===== src/rtl/lpcv_fifo.sv =====
`default_nettype none
// ----------------------------------------------------------------------------
// lpcv_fifo
// Small register queue, power-of-two depth.
// ----------------------------------------------------------------------------
module lpcv_fifo #(
	parameter int W     = 8,
	parameter int DEPTH = 2
) (
	input  wire logic         clk,
	input  wire logic         arst_n,
	input  wire logic         wr,
	input  wire logic [W-1:0] wdata,
	output logic              full,
	input  wire logic         rd,
	output logic [W-1:0]      rdata,
	output logic              empty
);
	localparam int PW = (DEPTH > 1) ? $clog2(DEPTH) : 1;
	localparam int CW = $clog2(DEPTH + 1);

	logic [W-1:0]  mem_q [DEPTH];
	logic [PW-1:0] wp_q, rp_q;
	logic [CW-1:0] cnt_q;
	logic          do_wr, do_rd;

	assign full  = (cnt_q == CW'(DEPTH));
	assign empty = (cnt_q == '0);
	assign do_wr = wr && !full;
	assign do_rd = rd && !empty;
	assign rdata = mem_q[rp_q];

	always_ff @(posedge clk or negedge arst_n) begin
		if (!arst_n) begin
			wp_q  <= '0;
			rp_q  <= '0;
			cnt_q <= '0;
		end else begin
			if (do_wr) wp_q <= (wp_q == PW'(DEPTH - 1)) ? '0 : wp_q + 1'b1;
			if (do_rd) rp_q <= (rp_q == PW'(DEPTH - 1)) ? '0 : rp_q + 1'b1;
			if (do_wr && !do_rd) cnt_q <= cnt_q + 1'b1;
			else if (do_rd && !do_wr) cnt_q <= cnt_q - 1'b1;
		end
	end

	always_ff @(posedge clk) begin
		if (do_wr) mem_q[wp_q] <= wdata;
	end

endmodule
`default_nettype wire


===== config.mk =====
export PLATFORM = sky130hd
export DESIGN_NAME = lpcv_fifo
export DESIGN_NICKNAME = d
export VERILOG_FILES = /design/src/rtl/lpcv_fifo.sv
export SDC_FILE = /design/constraint.sdc
export NUM_CORES = 1
export LEC_CHECK = 0
export BUFFER_PORTS_ARGS = -buffer_cell sky130_fd_sc_hd__buf_2
export CORE_MARGIN = 2
export CORE_UTILIZATION = 40
export DETAILED_ROUTE_END_ITERATION = 7
export PLACE_DENSITY_LB_ADDON = 0.08
export RECOVER_POWER = 100
export REMOVE_ABC_BUFFERS = 1
export SYNTH_ARGS = -nofsm -noshare
export SYNTH_HDL_FRONTEND = slang
export SYNTH_SLANG_ARGS = --single-unit

===== constraint.sdc =====
create_clock -name clk -period 1.8 [get_ports clk]
set_clock_uncertainty 0.15 [all_clocks]
set_input_delay 0.09 -clock clk [delete_from_list [all_inputs] [get_ports clk]]
set_output_delay 0.09 -clock clk [all_outputs]
set_load 0.05 [all_outputs]

==> results.cfg <==
[run_status]
outcome = complete, no violations

[yosys]
synth_seq_cells = 20
synthFlopType = edfxtp_1
syn_area_um2 = 782
synth_fa_ha_area_share_pct = 1.60
synthMuxAreaShare_pct = 11.5
syn_inst = 44
synth.most_common_cell = edfxtp_1
synth_edf_count = 16
synth_top_family_by_area = multiplexers
synth-simple-area-share_pct = 3.84
yosys.area_share.xor_xnor_pct = 6.56
synth_area_per_cell_um2 = 17.8
yosys.area.top_type_share_pct = 61.4
yosysTopAreaCell = edfxtp_1
synthArstFlopShare_pct = 20.0
synth-compound-area-share_pct = 0.640
seq_area_frac_synth_pct = 74.2
synth.distinct_cells = 15
yosys_warnings = 0
synth.area.top_cells = edfxtp_1 (61%), dfrtp_1 (13%), mux2_1 (8.6%)
netlist_top_cells_count = edfxtp_1 (16), mux2_1 (6), dfrtp_1 (4), nor2_1 (3)

[layout]
antenna_cells = 0
fill_cells = 144
finalNonFillerCells = 107
nNetsFinal = 96
drive_above_1_share_pct = 30.5
area_growth_pct = 36.0

[critical_path]
critPathMaxStageDelay_ns = 0.51
slowest_stage = dfrtp_2
cp_data_arrival_time_ns = 1.39
path_cells = mux2_2, clkbuf_2
critPathMaxFanout = 9
critPathLaunchType = register
cp-end-kind = output port
crit_required_ns = 1.56
worstSetupPathType = register to output port

[timing]
hold_viol_final = 0
holdWs_ns = 0.373
fin_crit_ns = 1.63
max_slew_margin_pct = 60.9
tns_ns = 0
setup_viol = 0
rsz0062_at_grt = no
period_share_pct = 90.8
fmax_mhz = 612
slew_viol_final = 0
max_slew.worst_pin.slew_ns = 0.589

[route]
ant_nets = 0
dr.pass1.iters = 2
wl_per_cell_um = 11.4
wl_met1_um = 497
routed_wl_mm = 1.22
vias = 480
first_iter_violations = 2
wl_met3_um = 60
highest_layer = met4
met2_length_um = 655
detail_route.vias_per_cell = 4.49
route.detailed.drc = 0

[floorplan]
dieWidth_um = 48.2
initial_utilization_pct = 43.9
rows = 15
die_area_mm2 = 0.00232
core_mm2 = 0.00178
die_h_um = 48.2
ios = 22

[place]
hpwlAfterDp_um = 850
place_congestion = 0.683
portBuffers = 21
place_inst = 91

[power_and_ir_drop]
swShare_pct = 44.0
p_clk_share_pct = 11.6
cellPowerDensity_mw_per_mm2 = 1660
power_leakage_nw = 0.430
comb_power_share_pct = 45.8
ir_drop_v = 0.000978
power.net_switching_mw = 0.776
p_int_mw = 0.989
pwr-share-seq_pct = 42.6
power_mw = 1.76

[global_route]
grt_pass1_vias = 491
grt_pass1_wl_mm = 1.89
grt_start_max_net_pins = 12
grt_remaining_overflow = 0
antenna_found_initial = 0
grt_util_all_layers_pct = 12.6

[clock_network]
cts_inserted_buffers = 3
clockBufferDepth = 2
clk_transition_reported_paths_ns = 0.09
clk_latency_ns = 0.28
cts_htree_levels = 1
cts_root_buf = clkbuf_4
cts_tree = done
clock_sinks = 20
cts_setup_buffers = 0

[worst_hold_path]
hold_path_class = register to register

[flow_run]
max_cap_violations = 0
## power groups by stage
stage          Clock [mW]  Sequential, mW  Combinational, mW
6_report            0.205           0.752              0.807
5_1_grt             0.236           0.772              0.866
4_1_cts             0.217           0.754              0.836
3_5_place_dp            0           0.762              0.818
3_3_place_gp            0           0.754              0.811
2_1_floorplan           0           0.733              0.647
## final cells by class
type / count / area (µm²) / share of cell area [%]
Timing Repair Buffer: 35 / 228 / 21.4
Inverter: 2 / 7.51 / 0.706
Sequential cell: 20 / 582 / 54.7
Clock buffer: 4 / 26.3 / 2.47
Multi-Input combinational cell: 21 / 189 / 17.8
Tap cell: 25 / 31.3 / 2.94
## placed cells by master (no fill, tap or decap), types with 3 or more instances in the layout
| cell type | n |
|---|---|
| buf_2 | 7 |
| clkbuf_1 | 7 |
| clkbuf_2 | 10 |
| clkbuf_4 | 3 |
| dfrtp_1 | 3 |
| dlygate4sd3_1 | 12 |
| edfxtp_1 | 16 |
| mux2_1 | 6 |
| nor2_1 | 3 |
## sequential cells by signal, summed over array words and instances (netlist names)
signal	flops
wp_q	1
mem_q	16
cnt_q	2
rp_q	1
## routing by layer
layer	track usage (%)	vias to the layer above
met4	8.11	0
met5	0	-
met3	3.70	2
li1	-	236
met1	13.2	230
met2	21.8	12
## kinds of logic (layout without fill, tap and decap cells)
group,count (synthesis),in the layout
AOI/OAI and AO/OA,1,1
xor gates and xnor gates,5,5
adders and majority gates,1,1
buffers and inverters,3,41
DFF,20,20
muxes,8,8
and+or+nand+nor,6,6
## worst max-delay path, delay by kind of cell (launching register included)
kind	cells	cell delay, ns
multiplexers	1	0.37
flip-flops	1	0.51
buffers and inverters	1	0.24
## worst paths after layout
path	from	endpoint	slack, ns	cells after the start
max	rp_q	rdata[7]	0.17	2
min	cnt_q[1]	cnt_q[1]	0.37	1
max reg2reg	cnt_q[0]	cnt_q[1]	0.19	7
min reg2reg	cnt_q[1]	cnt_q[1]	0.37	1
max in group asynchronous	arst_n	rp_q	0.78	3
min in group asynchronous	arst_n	cnt_q[1]	0.54	3
## stage by stage
step | utilization (%) | area, µm² | setup slack, ns
2_1_floorplan | - | 777 | 0.258
3_3_place_gp | 52.1 | 928 | 0.242
3_5_place_dp | 52.1 | 928 | 0.170
4_1_cts | 60.3 | 1070 | 0.0364
5_1_grt | 59.6 | 1060 | 0.0722
6_report | 59.6 | 1060 | 0.165
## repair_timing
action | CTS | global route
resized for setup | 0 | 1
endpoints found under the hold margin | 22 | 0
setup endpoints to repair | 0 | 1
hold buffers | 12 | 0
No activity file was read; power rests on OpenSTA's default activity.
