$ cat src/rtl/lpcv_pkg.sv
`default_nettype none
// ----------------------------------------------------------------------------
// lpcv_pkg
// Shared types and codes for the LRU victim select block.
// ----------------------------------------------------------------------------
package lpcv_pkg;

	localparam int NUM_SETS_DEF = 256;
	localparam int NUM_WAYS_DEF = 8;
	localparam int TAG_BITS_DEF = 20;

	localparam logic [1:0] OP_TOUCH  = 2'd0;
	localparam logic [1:0] OP_QUERY  = 2'd1;
	localparam logic [1:0] OP_UPDATE = 2'd2;

	localparam logic [1:0] LS_CLEAN = 2'd1;
	localparam logic [1:0] LS_DIRTY = 2'd2;

	typedef struct packed {
		logic [1:0]  opcode;
		logic [7:0]  set_index;
		logic [2:0]  way_index;
		logic [19:0] tag;
		logic [1:0]  line_status;
	} in_item_t;

	typedef struct packed {
		logic [2:0] victim_way;
		logic       victim_clean;
	} out_item_t;

	// classified command handed from front to back
	typedef struct packed {
		logic [1:0]  opcode;
		logic [2:0]  way;
		logic [19:0] tag;
		logic [1:0]  status;
	} cmd_t;

endpackage
`default_nettype wire

$ cat src/rtl/lpcv_fifo.sv
`default_nettype none
// ----------------------------------------------------------------------------
// lpcv_fifo
// Small register queue, power-of-two depth.
// ----------------------------------------------------------------------------
module lpcv_fifo #(
	parameter int W     = 8,
	parameter int DEPTH = 2
) (
	input  wire logic         clk,
	input  wire logic         arst_n,
	input  wire logic         wr,
	input  wire logic [W-1:0] wdata,
	output logic              full,
	input  wire logic         rd,
	output logic [W-1:0]      rdata,
	output logic              empty
);
	localparam int PW = (DEPTH > 1) ? $clog2(DEPTH) : 1;
	localparam int CW = $clog2(DEPTH + 1);

	logic [W-1:0]  mem_q [DEPTH];
	logic [PW-1:0] wp_q, rp_q;
	logic [CW-1:0] cnt_q;
	logic          do_wr, do_rd;

	assign full  = (cnt_q == CW'(DEPTH));
	assign empty = (cnt_q == '0);
	assign do_wr = wr && !full;
	assign do_rd = rd && !empty;
	assign rdata = mem_q[rp_q];

	always_ff @(posedge clk or negedge arst_n) begin
		if (!arst_n) begin
			wp_q  <= '0;
			rp_q  <= '0;
			cnt_q <= '0;
		end else begin
			if (do_wr) wp_q <= (wp_q == PW'(DEPTH - 1)) ? '0 : wp_q + 1'b1;
			if (do_rd) rp_q <= (rp_q == PW'(DEPTH - 1)) ? '0 : rp_q + 1'b1;
			if (do_wr && !do_rd) cnt_q <= cnt_q + 1'b1;
			else if (do_rd && !do_wr) cnt_q <= cnt_q - 1'b1;
		end
	end

	always_ff @(posedge clk) begin
		if (do_wr) mem_q[wp_q] <= wdata;
	end

endmodule
`default_nettype wire

$ cat src/rtl/lpcv_front.sv
`default_nettype none
// ----------------------------------------------------------------------------
// lpcv_front
// Accepts items, folds the set index, drops opcode-3 items and updates to a way beyond the set, queues commands.
// ----------------------------------------------------------------------------
module lpcv_front #(
	parameter int NUM_SETS = 256,
	parameter int NUM_WAYS = 8,
	parameter int SET_W    = 8
) (
	input  wire logic                clk,
	input  wire logic                arst_n,
	input  wire logic                push,
	input  wire lpcv_pkg::in_item_t  item,
	output logic                     full,
	input  wire logic                cmd_pop,
	output lpcv_pkg::cmd_t           cmd,
	output logic [SET_W-1:0]         cmd_set,
	output logic                     cmd_empty
);
	import lpcv_pkg::*;

	localparam int QW = $bits(cmd_t) + SET_W;

	logic [SET_W-1:0] mod_tbl [256];
	logic             keep;
	cmd_t             c;
	logic [QW-1:0]    q_out;

	for (genvar g = 0; g < 256; g++) begin : g_mod
		assign mod_tbl[g] = SET_W'(g % NUM_SETS);
	end

	always_comb begin
		c.opcode = item.opcode;
		c.way    = item.way_index;
		c.tag    = item.tag;
		c.status = item.line_status;
		unique case (item.opcode)
			OP_TOUCH:  keep = 1'b1;
			OP_QUERY:  keep = 1'b1;
			OP_UPDATE: keep = (32'(item.way_index) < NUM_WAYS);
			default:   keep = 1'b0;
		endcase
	end

	lpcv_fifo #(.W(QW), .DEPTH(2)) u_q (
		.clk   (clk),
		.arst_n(arst_n),
		.wr    (push && keep),
		.wdata ({c, mod_tbl[item.set_index]}),
		.full  (full),
		.rd    (cmd_pop),
		.rdata (q_out),
		.empty (cmd_empty)
	);

	assign cmd     = q_out[QW-1:SET_W];
	assign cmd_set = q_out[SET_W-1:0];

endmodule
`default_nettype wire

$ cat config.mk
export PLATFORM = sky130hd
export DESIGN_NAME = lpcv_front
export DESIGN_NICKNAME = d
export VERILOG_FILES = /design/src/rtl/lpcv_pkg.sv /design/src/rtl/lpcv_fifo.sv /design/src/rtl/lpcv_front.sv
export SDC_FILE = /design/constraint.sdc
export NUM_CORES = 1
export LEC_CHECK = 0
export BUFFER_PORTS_ARGS = -buffer_cell sky130_fd_sc_hd__clkbuf_2
export CAP_MARGIN = 20
export CORE_MARGIN = 1
export CORE_UTILIZATION = 40
export CTS_CLUSTER_SIZE = 25
export DETAILED_ROUTE_END_ITERATION = 10
export RECOVER_POWER = 25
export SYNTH_ARGS = -nofsm -noshare
export SYNTH_HDL_FRONTEND = slang
export SYNTH_SLANG_ARGS = --single-unit
export TNS_END_PERCENT = 50
$ cat constraint.sdc
create_clock -name clk -period 6.65 [get_ports clk]
set_input_delay 1.995 -clock clk [delete_from_list [all_inputs] [get_ports clk]]
set_output_delay 1.995 -clock clk [all_outputs]
set_load 0.01 [all_outputs]
==> impl_metrics.py, run 1 <==
metrics = {
    "run_status": {
        "status": "finished clean",
    },
    "floorplan": {
        "rows": 30,
        "die_w_um": 86.7,
        "core_sq_mm": 0.00687,
        "start_util_pct": 41.7,
        "dieArea_sq_mm": 0.00751,
        "num_io_pins": 76,
        "die_h_um": 86.7,
    },
    "routing": {
        "drt_iter0_drc": 70,
        "routed_wl_mm": 4.41,
        "via_count": 1390,
        "via_per_inst": 4.41,
        "wl_per_cell_um": 14.0,
        "antenna_left": 0,
        "firstDrtPassIters": 4,
        "drc": 0,
    },
    "place": {
        "dpl.hpwl_mm": 2.71,
        "port_buffers": 75,
        "dp_cells": 296,
        "place_congestion": 0.690,
    },
    "final_layout": {
        "drive_gt1_share_pct": 54.3,
        "layout.cells.non_filler": 315,
        "area_growth_pct": 24.8,
        "nets": 254,
        "nFillCells": 607,
        "antenna_cells": 0,
    },
    "cts": {
        "cts_root_buf": "clkbuf_8",
        "numCtsBuffers": 9,
        "cts_setup_buffers": 0,
        "cts_buffer_depth": 2,
        "ctsResizeCount": 0,
        "cts_num_sinks": 74,
        "cts_hold_buffers": 0,
        "htree_num_levels": 3,
        "clk-insertion-delay-late_ps": 330,
        "cts_tree": "built",
        "path_clk_slew_ps": 70,
    },
    "worst_setup_path": {
        "crit_chain": "buf_12, mux2_2, clkbuf_2",
        "cp_slowest_cell": "dfrtp_2",
        "critical-path-max-stage-delay_ps": 760,
        "arrival_ps": 1850,
        "crit_fanout": 19,
        "start_kind": "flop",
        "crit_buf_inv": 2,
        "crit_path_end_kind": "output pin",
        "crit_required_ps": 4660,
        "critical-path-top-delay-family": "flip-flops",
        "crit_type": "flop to output pin",
        "r2r_slack_ps": 4830,
    },
    "sta": {
        "holdWs_ps": 521,
        "finalHoldViolCount": 0,
        "tightest_slew_ps": 624,
        "period_share_pct": 57.8,
        "fin_worst_skew_ps": 7.30,
        "slew_headroom_pct": 58.3,
        "period_needed_ps": 3840,
        "setup_violations": 0,
        "maxSlewViolCount": 0,
        "max_freq_mhz": 260,
        "rsz0062_at_grt": "no",
        "final.setup.tns_ps": 0,
    },
    "pwr": {
        "power_density_mw_per_mm2": 411,
        "p_total_mw": 1.47,
        "leakage_nw": 1.41,
        "ir_drop_mv": 0.197,
    },
    "synth": {
        "syn_area_per_cell_sq_um": 22.2,
        "synthTopCellsByCount": "edfxtp_1 (70), mux2_4 (29), mux2_2 (6)",
        "synth-seq-area-share_pct": 76.8,
        "synth_area_sq_mm": 0.00287,
        "yosysTopAreaCellShare_pct": 73.3,
        "yosys-top-cells-area": "edfxtp_1 (73%), mux2_4 (15%), dfrtp_1 (3.5%)",
        "yosysUniqueCellTypes": 14,
        "synth_edf_count": 70,
        "synth_ff_type": "edfxtp_1",
        "synthCells": 129,
        "post-synth-top-count-cell": "edfxtp_1",
        "ys_ff_latch": 74,
        "synth_top_cell_by_area": "edfxtp_1",
        "yosysWarningCount": 0,
        "async_reset_ff_share_pct": 5.41,
        "syn_nets": 169,
    },
    "global_route": {
        "grt_pass1_wl_mm": 6.85,
        "first_global_vias": 1401,
        "grt-ovfl-total": 0,
        "grt_start_max_net_pins": 37,
        "antenna_found_initial": 0,
        "grt_usage_pct": 12.7,
    },
    "min_path": {
        "hp-class": "flop to flop",
    },
    "job": {
        "cap_violations": 0,
    },
}
==> report_power, final <==
part,internal (mW),switching (mW),leakage (nW)
logic,0.257,0.207,0.626
clock network,0.172,0.162,0.0889
registers,0.612,0.0591,0.691
==> cell type report <==
type / count / area, sq um / share of cell area, %
flip-flops and latches: 74 / 2200 / 61.6
repair buffers: 78 / 425 / 11.9
clock buffers: 9 / 124 / 3.46
inverters: 2 / 7.51 / 0.210
clock inverters: 7 / 70.1 / 1.96
multi-input cells: 49 / 627 / 17.5
well taps: 96 / 120 / 3.36
==> stage by stage <==
stage,utilization (%),instance area (sq um),setup slack (ps)
2_1_floorplan,-,2870,2550
3_5_place_dp,48.5,3330,2950
5_1_grt,52.1,3580,2700
4_1_cts,51.3,3530,2580
6_report,52.1,3580,2810
3_3_place_gp,48.5,3330,2980
==> logic make-up (layout without fill, tap and decap cells) <==
family | Yosys count | count (layout) | share of synthesized area, %
AOI/OAI and AO/OA | 1 | 1 | 0.174
xor gates and xnor gates | 5 | 5 | 1.53
adders and majority gates | 1 | 1 | 0.436
buffers and inverters | 6 | 96 | 1.83
DFF | 74 | 74 | 76.8
muxes | 35 | 35 | 17.5
and+or+nand+nor | 7 | 7 | 1.66
==> registers in the layout, indices dropped and copies added (netlist names) <==
name and cells:
u_q.rp_q 1, u_q.mem_q 70, u_q.wp_q 1, u_q.cnt_q 2
==> layer usage <==
layer  vias up  routed length (um)  GRT usage (%)
li1        671                   -              -
met1       665                1990           15.3
met2        45                2080           19.9
met3         9                 256           4.19
met4         0                  82           7.58
met5         -                   0              0
==> path summary, 6_finish.rpt <==
| check | from | end | cells past startpoint |
|---|---|---|---|
| worst max-delay path | u_q.rp_q | cmd[10] | 3 |
| worst min register to register | u_q.cnt_q[1] | u_q.cnt_q[1] | 1 |
| max in group asynchronous | arst_n | u_q.rp_q | 1 |
| worst min-delay path | u_q.cnt_q[1] | u_q.cnt_q[1] | 1 |
| min in group asynchronous | arst_n | u_q.cnt_q[1] | 1 |
| worst max register to register | u_q.cnt_q[1] | u_q.mem_q[1][3] | 4 |
==> cell usage in the layout (no fill, tap or decap) <==
master / Yosys / layout
edfxtp_1: 70 / 70
clkbuf_2: 0 / 61
mux2_4: 29 / 29
clkbuf_1: 0 / 14
clkbuf_8: 0 / 9
mux2_2: 6 / 6
xnor2_1: 3 / 3
clkinvlp_4: 0 / 3
dfrtp_1: 4 / 3
inv_1: 2 / 2
nor2_1: 4 / 2
nor2_4: 0 / 2
xor2_1: 2 / 2
buf_12: 0 / 2
nor2b_2: 1 / 1
nand2_1: 1 / 1
nand3b_4: 1 / 1
o21ai_1: 1 / 1
ha_1: 1 / 1
bufinv_16: 0 / 1
clkinv_4: 0 / 1
clkinv_2: 0 / 1
clkinv_1: 0 / 1
buf_16: 0 / 1
dfrtp_2: 0 / 1
Note: power is estimated with default switching activity, not from simulation.
==> run 2, diff against run 1 <==
--- a/config.mk
+++ b/config.mk
@@ -5,12 +5,14 @@
 export SDC_FILE = /design/constraint.sdc
 export NUM_CORES = 1
 export LEC_CHECK = 0
+export ABC_AREA = 1
 export BUFFER_PORTS_ARGS = -buffer_cell sky130_fd_sc_hd__clkbuf_2
 export CAP_MARGIN = 20
 export CORE_MARGIN = 1
 export CORE_UTILIZATION = 40
 export CTS_CLUSTER_SIZE = 25
 export DETAILED_ROUTE_END_ITERATION = 10
+export PLACE_DENSITY = 0.66
 export RECOVER_POWER = 25
 export SYNTH_ARGS = -nofsm -noshare
 export SYNTH_HDL_FRONTEND = slang
==> constraint.sdc (replaced) <==
create_clock -name clk -period 3.45 [get_ports clk]
set_input_delay 1.035 -clock clk [delete_from_list [all_inputs] [get_ports clk]]
set_output_delay 1.035 -clock clk [all_outputs]
set_load 0.01 [all_outputs]
==> impl_metrics.py, run 2 <==
metrics = {
    "floorplan": {
        "rows": 30,
        "core_sq_mm": 0.00679,
        "dieArea_sq_mm": 0.00734,
        "start_util_pct": 41.2,
        "die_h_um": 85.7,
        "die_w_um": 85.7,
        "num_io_pins": 76,
    },
    "cts": {
        "cts_tree": "built",
        "cts_root_buf": "clkbuf_8",
        "cts_hold_buffers": 0,
        "cts_setup_buffers": 0,
        "htree_num_levels": 3,
        "cts_buffer_depth": 2,
        "path_clk_slew_ps": 70,
        "cts_num_sinks": 74,
        "ctsResizeCount": 0,
        "numCtsBuffers": 9,
        "clk-insertion-delay-late_ps": 340,
    },
    "place": {
        "port_buffers": 75,
        "dpl.hpwl_mm": 3.31,
        "place_congestion": 0.689,
        "detailed_place.area_sq_mm": 0.00328,
    },
    "sta": {
        "slew_headroom_pct": 62.1,
        "finalHoldViolCount": 0,
        "max_freq_mhz": 363,
        "maxSlewViolCount": 0,
        "final.setup.tns_ps": 0,
        "setup_violations": 0,
        "period_needed_ps": 2750,
        "tightest_slew_ps": 568,
        "rsz0062_at_grt": "no",
        "holdWs_ps": 491,
        "fin_worst_skew_ps": 4.15,
        "period_share_pct": 79.8,
    },
    "synth": {
        "yosys-top-cells-area": "edfxtp_1 (75%), nand2_1 (16%), dfrtp_1 (3.6%)",
        "synth-seq-area-share_pct": 78.7,
        "syn_area_per_cell_sq_um": 13.0,
        "post-synth-top-count-cell": "nand2_1",
        "synth_top_cell_by_area": "edfxtp_1",
        "synthTopCellsByCount": "nand2_1 (117), edfxtp_1 (70), inv_1 (6)",
        "yosysWarningCount": 0,
        "syn_nets": 256,
        "yosysTopAreaCellShare_pct": 75.1,
        "yosysUniqueCellTypes": 16,
        "synthCells": 216,
        "synth_ff_type": "edfxtp_1",
        "ys_ff_latch": 74,
        "synth_area_sq_mm": 0.00280,
        "async_reset_ff_share_pct": 5.41,
        "synth_edf_count": 70,
    },
    "final_layout": {
        "nets": 338,
        "utilization_pct": 50.7,
        "drive_gt1_share_pct": 27.1,
        "top_register": "u_q.mem_q",
        "top_regs": "u_q.mem_q (70), u_q.cnt_q (2)",
        "largest_reg_flops": 70,
        "final_cell_mix": "nand2_1 (117), edfxtp_1 (70), clkbuf_2 (61)",
        "final_common_cell": "nand2_1",
        "area_growth_pct": 23.1,
        "stdcell_area_sq_mm": 0.00344,
        "antenna_cells": 0,
    },
    "global_route": {
        "grt_usage_pct": 14.9,
        "grt_start_max_net_pins": 37,
        "grt_pass1_wl_mm": 7.91,
        "first_global_vias": 1655,
        "grt-ovfl-total": 0,
        "antenna_found_initial": 0,
    },
    "worst_setup_path": {
        "cp_slowest_cell": "dfrtp_1",
        "crit_chain": "buf_4, nand2_1, nand2_1, clkbuf_2",
        "crit_fanout": 22,
        "critical-path-max-stage-delay_ps": 700,
        "start_kind": "flop",
        "path_common_cell": "nand2_1",
        "crit_path_end_kind": "output pin",
        "crit_type": "flop to output pin",
        "arrival_ps": 1720,
        "critical-path-top-delay-family": "flip-flops",
        "crit_required_ps": 2410,
        "crit_buf_inv": 2,
    },
    "pwr": {
        "power_density_mw_per_mm2": 795,
        "leakage_nw": 1.48,
        "ir_drop_mv": 0.454,
        "p_total_mw": 2.74,
    },
    "routing": {
        "wl_per_cell_um": 12.5,
        "via_per_inst": 4.37,
        "antenna_left": 0,
        "via_count": 1744,
        "routed_wl_mm": 5.00,
        "drc": 0,
        "drt_iter0_drc": 64,
        "firstDrtPassIters": 4,
    },
    "job": {
        "cap_violations": 0,
    },
    "min_path": {
        "hp-class": "flop to flop",
    },
    "run_status": {
        "status": "finished clean",
    },
}
==> run 2: tightest hold or removal path: stages (launching register included) <==
cell and delay, ps:
dfrtp_1 350, nand2_1 50, nand2_1 50
==> run 2: stage by stage <==
step           instances  worst slack [ps]
2_1_floorplan        216               342
3_3_place_gp         383               962
3_5_place_dp         383               925
4_1_cts              399               663
5_1_grt              399               506
6_report             399               698
==> run 2: cell type report <==
class	count	area, sq um
clock buffers	9	124
clock inverters	7	60.1
fillers	622	3350
inverters	7	28.8
multi-input cells	128	517
flip-flops and latches	74	2200
well taps	96	120
repair buffers	78	393
==> run 2: metal layers <==
metal	vias to the layer above	global-route usage [%]	wire [um]
met5	-	0	0
met4	0	8.64	117
met3	9	4.52	322
met2	56	22.9	2290
met1	794	18.9	2270
li1	885	-	-
==> run 2: report_power, final <==
part / internal [mW] / total [mW] / switching [mW]
logic: 0.302 / 0.865 / 0.563
clock network: 0.325 / 0.616 / 0.291
registers: 1.18 / 1.26 / 0.0801
total: 1.80 / 2.74 / 0.935
==> run 2: worst paths after layout <==
kind                         startpoint                to  slack, ps  cells after the start
setup reg to reg           u_q.cnt_q[0]  u_q.mem_q[1][10]       1600                      5
hold / removal                 u_q.wp_q          u_q.wp_q        490                      2
min in group asynchronous        arst_n      u_q.cnt_q[0]        540                      1
setup / recovery               u_q.rp_q           cmd[26]        700                      4
hold reg to reg                u_q.wp_q          u_q.wp_q        490                      2
max in group asynchronous        arst_n      u_q.cnt_q[1]       2680                      1
==> run 2: cells by family after synthesis <==
group | count (synthesis) | synth area share, %
buffers and inverters | 14 | 3.13
adders and majority gates | 1 | 0.447
and+or+nand+nor | 125 | 17.3
AOI/OAI and AO/OA | 1 | 0.179
xor gates and xnor gates | 1 | 0.313
DFF | 74 | 78.7
